## src/rtl/masked_byte_pattern_scanner_core_assert.svh

```systemverilog
// ----------------------------------------------------------------------------
// Masked byte pattern scanner assertion macros
// Concurrent assertion wrappers, clocked on clk_i and held off during reset.
// ----------------------------------------------------------------------------
`ifndef MASKED_BYTE_PATTERN_SCANNER_CORE_ASSERT_SVH
`define MASKED_BYTE_PATTERN_SCANNER_CORE_ASSERT_SVH

`ifndef SYNTH

`define MBPS_ASSERT(name, prop, msg) \
  name: assert property (@(posedge clk_i) disable iff (!rst_ni) prop) else $error(msg);

`define MBPS_ASSERT_NEVER(name, cond, msg) \
  name: assert property (@(posedge clk_i) disable iff (!rst_ni) !(cond)) else $error(msg);

`else

`define MBPS_ASSERT(name, prop, msg)

`define MBPS_ASSERT_NEVER(name, cond, msg)

`endif

`endif

```

## src/rtl/mbps_pkg.sv

```systemverilog
// ----------------------------------------------------------------------------
// Masked byte pattern scanner package
// Register indexes, reset values and the configuration bundle.
// ----------------------------------------------------------------------------
package mbps_pkg;

  localparam int unsigned CFG_INDEX_W    = 2;
  localparam int unsigned CFG_DATA_W     = 64;
  localparam int unsigned PATTERN_BYTES  = 16;
  localparam int unsigned PATTERN_LEN_W  = 5;
  localparam int unsigned MATCH_OFFSET_W = 32;

  typedef enum logic [CFG_INDEX_W-1:0] {
    CFG_PATTERN_LOW  = 2'd0,
    CFG_PATTERN_HIGH = 2'd1,
    CFG_CARE_BITS    = 2'd2,
    CFG_PATTERN_LEN  = 2'd3
  } cfg_idx_e;

  localparam logic [PATTERN_BYTES-1:0] CARE_RESET = '1;
  localparam logic [PATTERN_LEN_W-1:0] LEN_RESET  = 5'd1;

  typedef struct packed {
    logic [PATTERN_BYTES-1:0][7:0]  pattern;
    logic [PATTERN_BYTES-1:0]       care;
    logic [PATTERN_LEN_W-1:0]       length;
  } cfg_t;

endpackage

```

## src/rtl/mbps_cfg.sv

```systemverilog
// ----------------------------------------------------------------------------
// Masked byte pattern scanner configuration registers
// Holds pattern bytes, care mask and pattern length written over the cfg port.
// ----------------------------------------------------------------------------
module mbps_cfg
  import mbps_pkg::*;
(
  input  logic                   clk_i,
  input  logic                   rst_ni,
  input  logic                   cfg_we_i,
  input  logic [CFG_INDEX_W-1:0] cfg_index_i,
  input  logic [CFG_DATA_W-1:0]  cfg_data_i,
  output cfg_t                   cfg_o
);

  cfg_t cfg_q, cfg_d;

  always_comb begin
    cfg_d = cfg_q;
    if (cfg_we_i) begin
      case (cfg_idx_e'(cfg_index_i))
        CFG_PATTERN_LOW:  cfg_d.pattern[7:0]  = cfg_data_i;
        CFG_PATTERN_HIGH: cfg_d.pattern[15:8] = cfg_data_i;
        CFG_CARE_BITS:    cfg_d.care   = cfg_data_i[PATTERN_BYTES-1:0];
        CFG_PATTERN_LEN:  cfg_d.length = cfg_data_i[PATTERN_LEN_W-1:0];
        default:          cfg_d = cfg_q;
      endcase
    end
  end

  always_ff @(posedge clk_i or negedge rst_ni) begin
    if (!rst_ni) begin
      cfg_q.pattern <= '0;
      cfg_q.care    <= CARE_RESET;
      cfg_q.length  <= LEN_RESET;
    end else begin
      cfg_q <= cfg_d;
    end
  end

  assign cfg_o = cfg_q;

endmodule

```

## src/rtl/mbps_scan.sv

```systemverilog
// ----------------------------------------------------------------------------
// Masked byte pattern scanner datapath
// Input register, byte window, masked window compare and result register.
// ----------------------------------------------------------------------------
`include "masked_byte_pattern_scanner_core_assert.svh"

module mbps_scan
  import mbps_pkg::*;
#(
  parameter int unsigned MAX_PATTERN_BYTES = 16,
  parameter int unsigned OFFSET_BITS       = 32
) (
  input  logic                      clk_i,
  input  logic                      rst_ni,
  input  cfg_t                      cfg_i,
  input  logic                      in_valid_i,
  output logic                      in_stall_o,
  input  logic [7:0]                data_byte_i,
  input  logic                      last_of_region_i,
  output logic                      out_valid_o,
  input  logic                      out_stall_i,
  output logic                      found_o,
  output logic [MATCH_OFFSET_W-1:0] match_offset_o
);

  localparam int unsigned LenClog = $clog2(MAX_PATTERN_BYTES + 1);
  localparam int unsigned LenW    = (LenClog > PATTERN_LEN_W) ? LenClog : PATTERN_LEN_W;

  // input stage
  logic       s1_valid_q, s1_valid_d;
  logic [7:0] s1_byte_q;
  logic       s1_last_q;
  logic       in_accept, s1_adv;

  // search state
  logic [MAX_PATTERN_BYTES-1:0][7:0] win_q, win_d;
  logic [OFFSET_BITS-1:0]            seen_q, seen_d, seen_inc;
  logic                              reported_q, reported_d;

  // result stage
  logic                      out_valid_q, out_valid_d;
  logic                      found_q;
  logic [MATCH_OFFSET_W-1:0] offset_q;

  logic [LenW-1:0]              len_ext, eff_len;
  logic [MAX_PATTERN_BYTES-1:0] pos_ok;
  logic                         hit, res_valid;
  logic [OFFSET_BITS-1:0]       off_full;
  logic [MATCH_OFFSET_W-1:0]    off_sat;

  assign s1_adv     = s1_valid_q & (~out_valid_q | ~out_stall_i);
  assign in_stall_o = s1_valid_q & ~s1_adv;
  assign in_accept  = in_valid_i & ~in_stall_o;
  assign s1_valid_d = in_accept | (s1_valid_q & ~s1_adv);

  always_ff @(posedge clk_i) begin
    if (in_accept) begin
      s1_byte_q <= data_byte_i;
      s1_last_q <= last_of_region_i;
    end
  end

  // length 0 acts as 1, longer than the window acts as the window
  assign len_ext = LenW'(cfg_i.length);
  always_comb begin
    if (len_ext == '0) begin
      eff_len = LenW'(1);
    end else if (len_ext > LenW'(MAX_PATTERN_BYTES)) begin
      eff_len = LenW'(MAX_PATTERN_BYTES);
    end else begin
      eff_len = len_ext;
    end
  end

  // window after the new word: slot 0 is the newest byte
  always_comb begin
    win_d[0] = s1_byte_q;
    for (int j = 1; j < MAX_PATTERN_BYTES; j++) begin
      win_d[j] = win_q[j-1];
    end
  end

  // window slot j lines up with pattern byte eff_len-1-j
  for (genvar j = 0; j < MAX_PATTERN_BYTES; j++) begin : g_pos
    logic [LenW-1:0] idx;
    logic            in_use, care;
    assign idx    = eff_len - LenW'(j) - LenW'(1);
    assign in_use = LenW'(j) < eff_len;
    assign care   = in_use && (idx < LenW'(PATTERN_BYTES)) && cfg_i.care[idx[3:0]];
    assign pos_ok[j] = ~care | (win_d[j] == cfg_i.pattern[idx[3:0]]);
  end

  assign seen_inc = (seen_q != '1) ? seen_q + OFFSET_BITS'(1) : seen_q;
  assign hit      = ~reported_q & (seen_inc >= OFFSET_BITS'(eff_len)) & (&pos_ok);
  assign res_valid = hit | (s1_last_q & ~reported_q);
  assign off_full = seen_inc - OFFSET_BITS'(eff_len);

  if (OFFSET_BITS > MATCH_OFFSET_W) begin : g_sat
    assign off_sat = (|off_full[OFFSET_BITS-1:MATCH_OFFSET_W]) ? '1
                                                               : off_full[MATCH_OFFSET_W-1:0];
  end else begin : g_nosat
    assign off_sat = MATCH_OFFSET_W'(off_full);
  end

  always_comb begin
    seen_d     = seen_q;
    reported_d = reported_q;
    if (s1_adv) begin
      if (s1_last_q) begin
        seen_d     = '0;
        reported_d = 1'b0;
      end else begin
        seen_d     = seen_inc;
        reported_d = reported_q | hit;
      end
    end
  end

  always_ff @(posedge clk_i) begin
    if (s1_adv) begin
      win_q <= win_d;
    end
  end

  always_comb begin
    if (s1_adv) begin
      out_valid_d = res_valid;
    end else begin
      out_valid_d = out_valid_q & out_stall_i;
    end
  end

  always_ff @(posedge clk_i) begin
    if (s1_adv) begin
      found_q  <= hit;
      offset_q <= hit ? off_sat : '0;
    end
  end

  always_ff @(posedge clk_i or negedge rst_ni) begin
    if (!rst_ni) begin
      s1_valid_q  <= 1'b0;
      seen_q      <= '0;
      reported_q  <= 1'b0;
      out_valid_q <= 1'b0;
    end else begin
      s1_valid_q  <= s1_valid_d;
      seen_q      <= seen_d;
      reported_q  <= reported_d;
      out_valid_q <= out_valid_d;
    end
  end

  assign out_valid_o    = out_valid_q;
  assign found_o        = found_q;
  assign match_offset_o = offset_q;

  `MBPS_ASSERT(a_notfound_zero, out_valid_q && !found_q |-> offset_q == '0, "not-found word with nonzero offset")
  `MBPS_ASSERT(a_one_per_region, s1_adv && reported_q |=> !out_valid_q, "second result in one region")
  `MBPS_ASSERT(a_region_clear, s1_adv && s1_last_q |=> seen_q == '0 && !reported_q, "search state not cleared at region end")
  `MBPS_ASSERT(a_seen_grows, s1_adv && !s1_last_q |=> seen_q >= $past(seen_q), "byte count went backward")
  `MBPS_ASSERT_NEVER(a_stall_idle, in_stall_o && !s1_valid_q, "input stalled with empty input stage")

endmodule

```

## src/rtl/masked_byte_pattern_scanner_core.sv

```systemverilog
// ----------------------------------------------------------------------------
// Masked byte pattern scanner
// Finds the first masked pattern match in a byte stream, one region at a time.
// ----------------------------------------------------------------------------
// Takes one byte of a region per clock while the output is not stalled and
// reports, once per region, either the offset of the first byte of the first
// window matching the pattern (wildcards where care_bits is clear) or not
// found at the region's last byte. A word passes through the input register,
// then the result register; the full window compare is combinational, so one
// word is accepted every cycle while the output is not stalled.
// Configure only while no word is in flight.
module masked_byte_pattern_scanner_core
  import mbps_pkg::*;
#(
  parameter int unsigned MAX_PATTERN_BYTES = 16,
  parameter int unsigned OFFSET_BITS       = 32
) (
  input  logic                      clk_i,
  input  logic                      rst_ni,
  input  logic                      cfg_we_i,
  input  logic [CFG_INDEX_W-1:0]    cfg_index_i,
  input  logic [CFG_DATA_W-1:0]     cfg_data_i,
  input  logic                      in_valid_i,
  output logic                      in_stall_o,
  input  logic [7:0]                data_byte_i,
  input  logic                      last_of_region_i,
  output logic                      out_valid_o,
  input  logic                      out_stall_i,
  output logic                      found_o,
  output logic [MATCH_OFFSET_W-1:0] match_offset_o
);

  cfg_t cfg;

  mbps_cfg u_cfg (
    .clk_i       (clk_i),
    .rst_ni      (rst_ni),
    .cfg_we_i    (cfg_we_i),
    .cfg_index_i (cfg_index_i),
    .cfg_data_i  (cfg_data_i),
    .cfg_o       (cfg)
  );

  mbps_scan #(
    .MAX_PATTERN_BYTES (MAX_PATTERN_BYTES),
    .OFFSET_BITS       (OFFSET_BITS)
  ) u_scan (
    .clk_i            (clk_i),
    .rst_ni           (rst_ni),
    .cfg_i            (cfg),
    .in_valid_i       (in_valid_i),
    .in_stall_o       (in_stall_o),
    .data_byte_i      (data_byte_i),
    .last_of_region_i (last_of_region_i),
    .out_valid_o      (out_valid_o),
    .out_stall_i      (out_stall_i),
    .found_o          (found_o),
    .match_offset_o   (match_offset_o)
  );

endmodule
```

## config.mk

```make
export PLATFORM = sky130hd
export DESIGN_NAME = masked_byte_pattern_scanner_core
export DESIGN_NICKNAME = d
export VERILOG_FILES = /design/src/rtl/mbps_pkg.sv /design/src/rtl/mbps_cfg.sv /design/src/rtl/mbps_scan.sv /design/src/rtl/masked_byte_pattern_scanner_core.sv
export VERILOG_INCLUDE_DIRS = /design/src /design/src/rtl
export SDC_FILE = /design/constraint.sdc
export NUM_CORES = 1
export LEC_CHECK = 0
export ABC_AREA = 1
export BUFFER_PORTS_ARGS = -buffer_cell sky130_fd_sc_hd__buf_2
export CAP_MARGIN = 25
export CORE_MARGIN = 3
export CORE_UTILIZATION = 31
export CTS_CLUSTER_SIZE = 12
export DETAILED_ROUTE_END_ITERATION = 6
export GPL_TIMING_DRIVEN = 0
export PLACE_DENSITY = 0.58
export SYNTH_ARGS = -nofsm -noshare
export SYNTH_HDL_FRONTEND = slang
export SYNTH_SLANG_ARGS = --single-unit
```

## constraint.sdc

```tcl
create_clock -name clk_i -period 5.23 [get_ports clk_i]
set_input_delay 1.046 -clock clk_i [delete_from_list [all_inputs] [get_ports clk_i]]
set_output_delay 1.046 -clock clk_i [all_outputs]
set_load 0.01 [all_outputs]
```

==> out/results.ini <==
[run_status]
outcome = complete, no violations

[worst_setup_path]
cp_common_cell = nand2_1
crit_required_ps = 5680
path_max_fanout = 12
max_stage_delay_ps = 370
start_kind = register
critical_path.top_delay_family = simple AND/OR/NAND/NOR gates
critPathBufInv = 7
cp.arrival_ps = 5560
critPathKind = register to register
crit_path_end_kind = register
cpMaxStageDelayCell = dfrtp_1
worstPathCellList = buf_6 > nor2_4 > clkbuf_4 > clkbuf_4 > ha_1 > inv_1 > xor2_4 > buf_12 > clkbuf_2 > nand3_1 > nand3_1 > nand3b_1 > nand2_1 > nand2_1 > nor2_1 > nand2_1 > nand2_1 > nand2_1 > nor2_1 > nand2_1 > nor2_2 > nand2_2 > buf_6 > a21oi_2

[sta]
setup-violations-final = 0
slew_headroom_pct = 30.03
finalHoldViolations = 0
max_freq_ghz = 0.1957
tightest_slew_ps = 1050
skew_ps = 45.07
fin_crit_ps = 5109
finalCritPeriodShare_pct = 97.69
slew_viol_final = 0

[detailed_routing]
via_count = 26880
ant_nets = 0
route.detailed.drc = 0
drt-vias-per-instance = 5.514
drtIter0Drc = 3185
wirelength_um = 132200
wire_per_inst_um = 27.13
firstDrtPassIters = 6

[run]
maxCapViolCount = 0

[global_routing]
grt_pass1_vias = 25300
grt.overflow.total = 0
antenna_found_initial = 1
grt_pass1_wl_um = 185200
grtUsageTotal_pct = 31.60
grt_max_degree = 118

[finish]
final_common_cell = nand2_1
stdcell_count = 4874
final_cell_mix = 1199 x nand2_1, 897 x nand3_1, 341 x inv_1
nets = 3902
final_area_um2 = 28060
drive_gt1_share_pct = 9.703
area_growth_pct = 13.78
antenna_cells = 0

[placement]
hpwlAfterDp_um = 108800
place.gp.congestion = 1.067
placed_cell_area_um2 = 26610
dp_cells = 4804
numPortBuffers = 114

[power_and_ir_drop]
leakage_nw = 13.61
worst_ir_drop_vdd_v = 0.0002754
p_per_area_nw_per_um2 = 532.8

[floorplan]
ios = 115
die_w_um = 288.1
die_y_um = 288.1
start_util_pct = 31.58
rows = 102
dieArea_um2 = 82980
coreArea_um2 = 78100

[logic_synthesis]
synthCells = 3648
synth_top_family_by_area = simple AND/OR/NAND/NOR gates
netlist_area_um2 = 24660
yosys-top-cells-area = edfxtp_1 20%, nand2_1 18%, nand3_1 18%
synth_compound_gate_area_share_pct = 6.965
ys_seq_area_share_pct = 38.48
ys_seq_elements = 346
synth_area_leader_cell = edfxtp_1
synth_ff_type = dfrtp_1
synth_edf_count = 162
syn_area_per_cell_um2 = 6.761
syn_nets = 3748
synthSimpleGateAreaFrac_pct = 42.27
synthXorXnorAreaFrac_pct = 2.258
async_flop_share_pct = 53.18
synthAdderAreaFrac_pct = 1.045
ys_warn_count = 0
netlist.area_leader.share_pct = 19.72
ys_types = 49
muxShareOfSynthArea_pct = 0.08117

[worst_hold_path]
hold_path.class = primary input to async pin

[clock_network]
htreeDepth = 2
cts_tree = yes
clk_latency_ps = 620
cts_made_buffers = 42
ctsHoldBuffers = 0
clkTransAtPathRegs_ps = 60
cts_sinks = 346
cts-root-buf = clkbuf_16
clk_path_buf_depth = 3

synth_stat cells, types with 4 or more instances:
| master | number |
|---|---|
| nand3_1 | 897 |
| or2_2 | 10 |
| nand2_1 | 1199 |
| nor3_1 | 27 |
| o22ai_1 | 15 |
| nor2_1 | 129 |
| buf_4 | 19 |
| inv_1 | 341 |
| xnor2_1 | 16 |
| buf_2 | 51 |
| nand3b_1 | 50 |
| o21ai_1 | 14 |
| nand4_1 | 24 |
| buf_1 | 22 |
| a21oi_1 | 22 |
| edfxtp_1 | 162 |
| nor4_1 | 8 |
| a21o_1 | 4 |
| dfrtp_1 | 167 |
| ha_1 | 19 |
| a21oi_2 | 15 |
| clkbuf_1 | 82 |
| buf_6 | 7 |
| dfstp_2 | 17 |
| xor2_1 | 42 |
| nand2_2 | 8 |
| o211ai_1 | 5 |
| nor2_2 | 4 |
| inv_2 | 8 |
| o21ai_0 | 228 |
per-stage QoR:
step	power [mW]	setup TNS (ps)	setup WS, ps	hold WS [ps]	utilization, %
final	14.95	0	121.1	375.2	35.93
after floorplan	8.669	0	1275	440.8	-
after global routing	15.79	-2.960	-2.960	416.2	35.93
after detailed placement	11.74	-32030	-1053	457.0	34.07
after CTS	14.71	0	2.106	402.3	35.84
after global placement	11.75	-45990	-1095	454.4	33.98
path summary, 6_finish.rpt:
path | cells past startpoint | to | slack, ps | startpoint
max in group asynchronous | 2 | u_cfg.cfg_o[43]$_DFFE_PN0P_ | 3820 | rst_ni
hold reg to reg | 0 | u_scan.win_d[26]$_DFFE_PP_ | 470 | u_scan.win_d[18]$_DFFE_PP_
setup / recovery | 24 | u_scan.match_offset_o[6]$_SDFFCE_PN0P_ | 120 | u_cfg.cfg_o[4]$_DFFE_PN0P_
hold / removal | 1 | u_cfg.cfg_o[21]$_DFFE_PN0P_ | 380 | rst_ni
setup reg to reg | 24 | u_scan.match_offset_o[6]$_SDFFCE_PN0P_ | 120 | u_cfg.cfg_o[4]$_DFFE_PN0P_
min in group clk_i | 0 | u_scan.win_d[26]$_DFFE_PP_ | 470 | u_scan.win_d[18]$_DFFE_PP_
timing repair:
item	CTS	global route
buffers inserted	0	1
pin swaps	0	1
setup endpoints to repair	35	33
gates cloned	0	0
resized for setup	37	31
cells by family (layout without fill, tap and decap cells):
logic type,after synthesis,count (layout)
AOI/OAI and AO/OA,316,316
xor gates and xnor gates,61,61
adders and majority gates,20,20
muxes,2,2
buffers and inverters,534,720
DFF,346,346
and+or+nand+nor,2369,2369
power breakdown:
group	total [mW]	internal [mW]	switching [mW]
combinational	7.96	2.22	5.75
sequential	4.08	3.49	0.589
clock	2.91	1.59	1.32
worst register-to-register path: stages (launching register included):
cell and delay, ps:
dfrtp_1 370, buf_6 150, nor2_4 290, clkbuf_4 350, clkbuf_4 330, ha_1 360
inv_1 160, xor2_4 270, buf_12 160, clkbuf_2 330, nand3_1 230, nand3_1 190
nand3b_1 90, nand2_1 70, nand2_1 50, nor2_1 350, nand2_1 200, nand2_1 90
nand2_1 50, nor2_1 90, nand2_1 70, nor2_2 120, nand2_2 170, buf_6 210
a21oi_2 190
state kept, by name, summed over array words and instances, names as in the netlist:
| name | cells |
|---|---|
| u_scan.s1_last_q | 1 |
| u_scan.match_offset_o | 32 |
| u_scan.reported_q | 1 |
| u_scan.win_d | 120 |
| u_scan.s1_byte_q | 8 |
| u_scan.out_valid_o | 1 |
| u_scan.found_o | 1 |
| u_scan.s1_valid_q | 1 |
| u_cfg.cfg_o | 149 |
| u_scan.seen_q | 32 |
per-layer routing:
metal / vias to the layer above / routed length (µm) / global-route usage (%)
li1: 12400 / - / -
met1: 12900 / 55840 / 42.52
met2: 1273 / 57130 / 48.32
met3: 297 / 10290 / 4.861
met4: 0 / 8973 / 17.87
met5: - / 0 / 0
final cells by class:
cell class                 instances  area (µm²)
clock buffer                      53        1112
fill                            8583       50040
clock inverter                    23       221.5
multi-input combinational       2768       13040
sequential                       346        9490
buffer                           174       905.9
timing repair buffer             117       655.6
inverter                         353        1335
tap                             1040        1301
(Power assumes the default switching activity.)
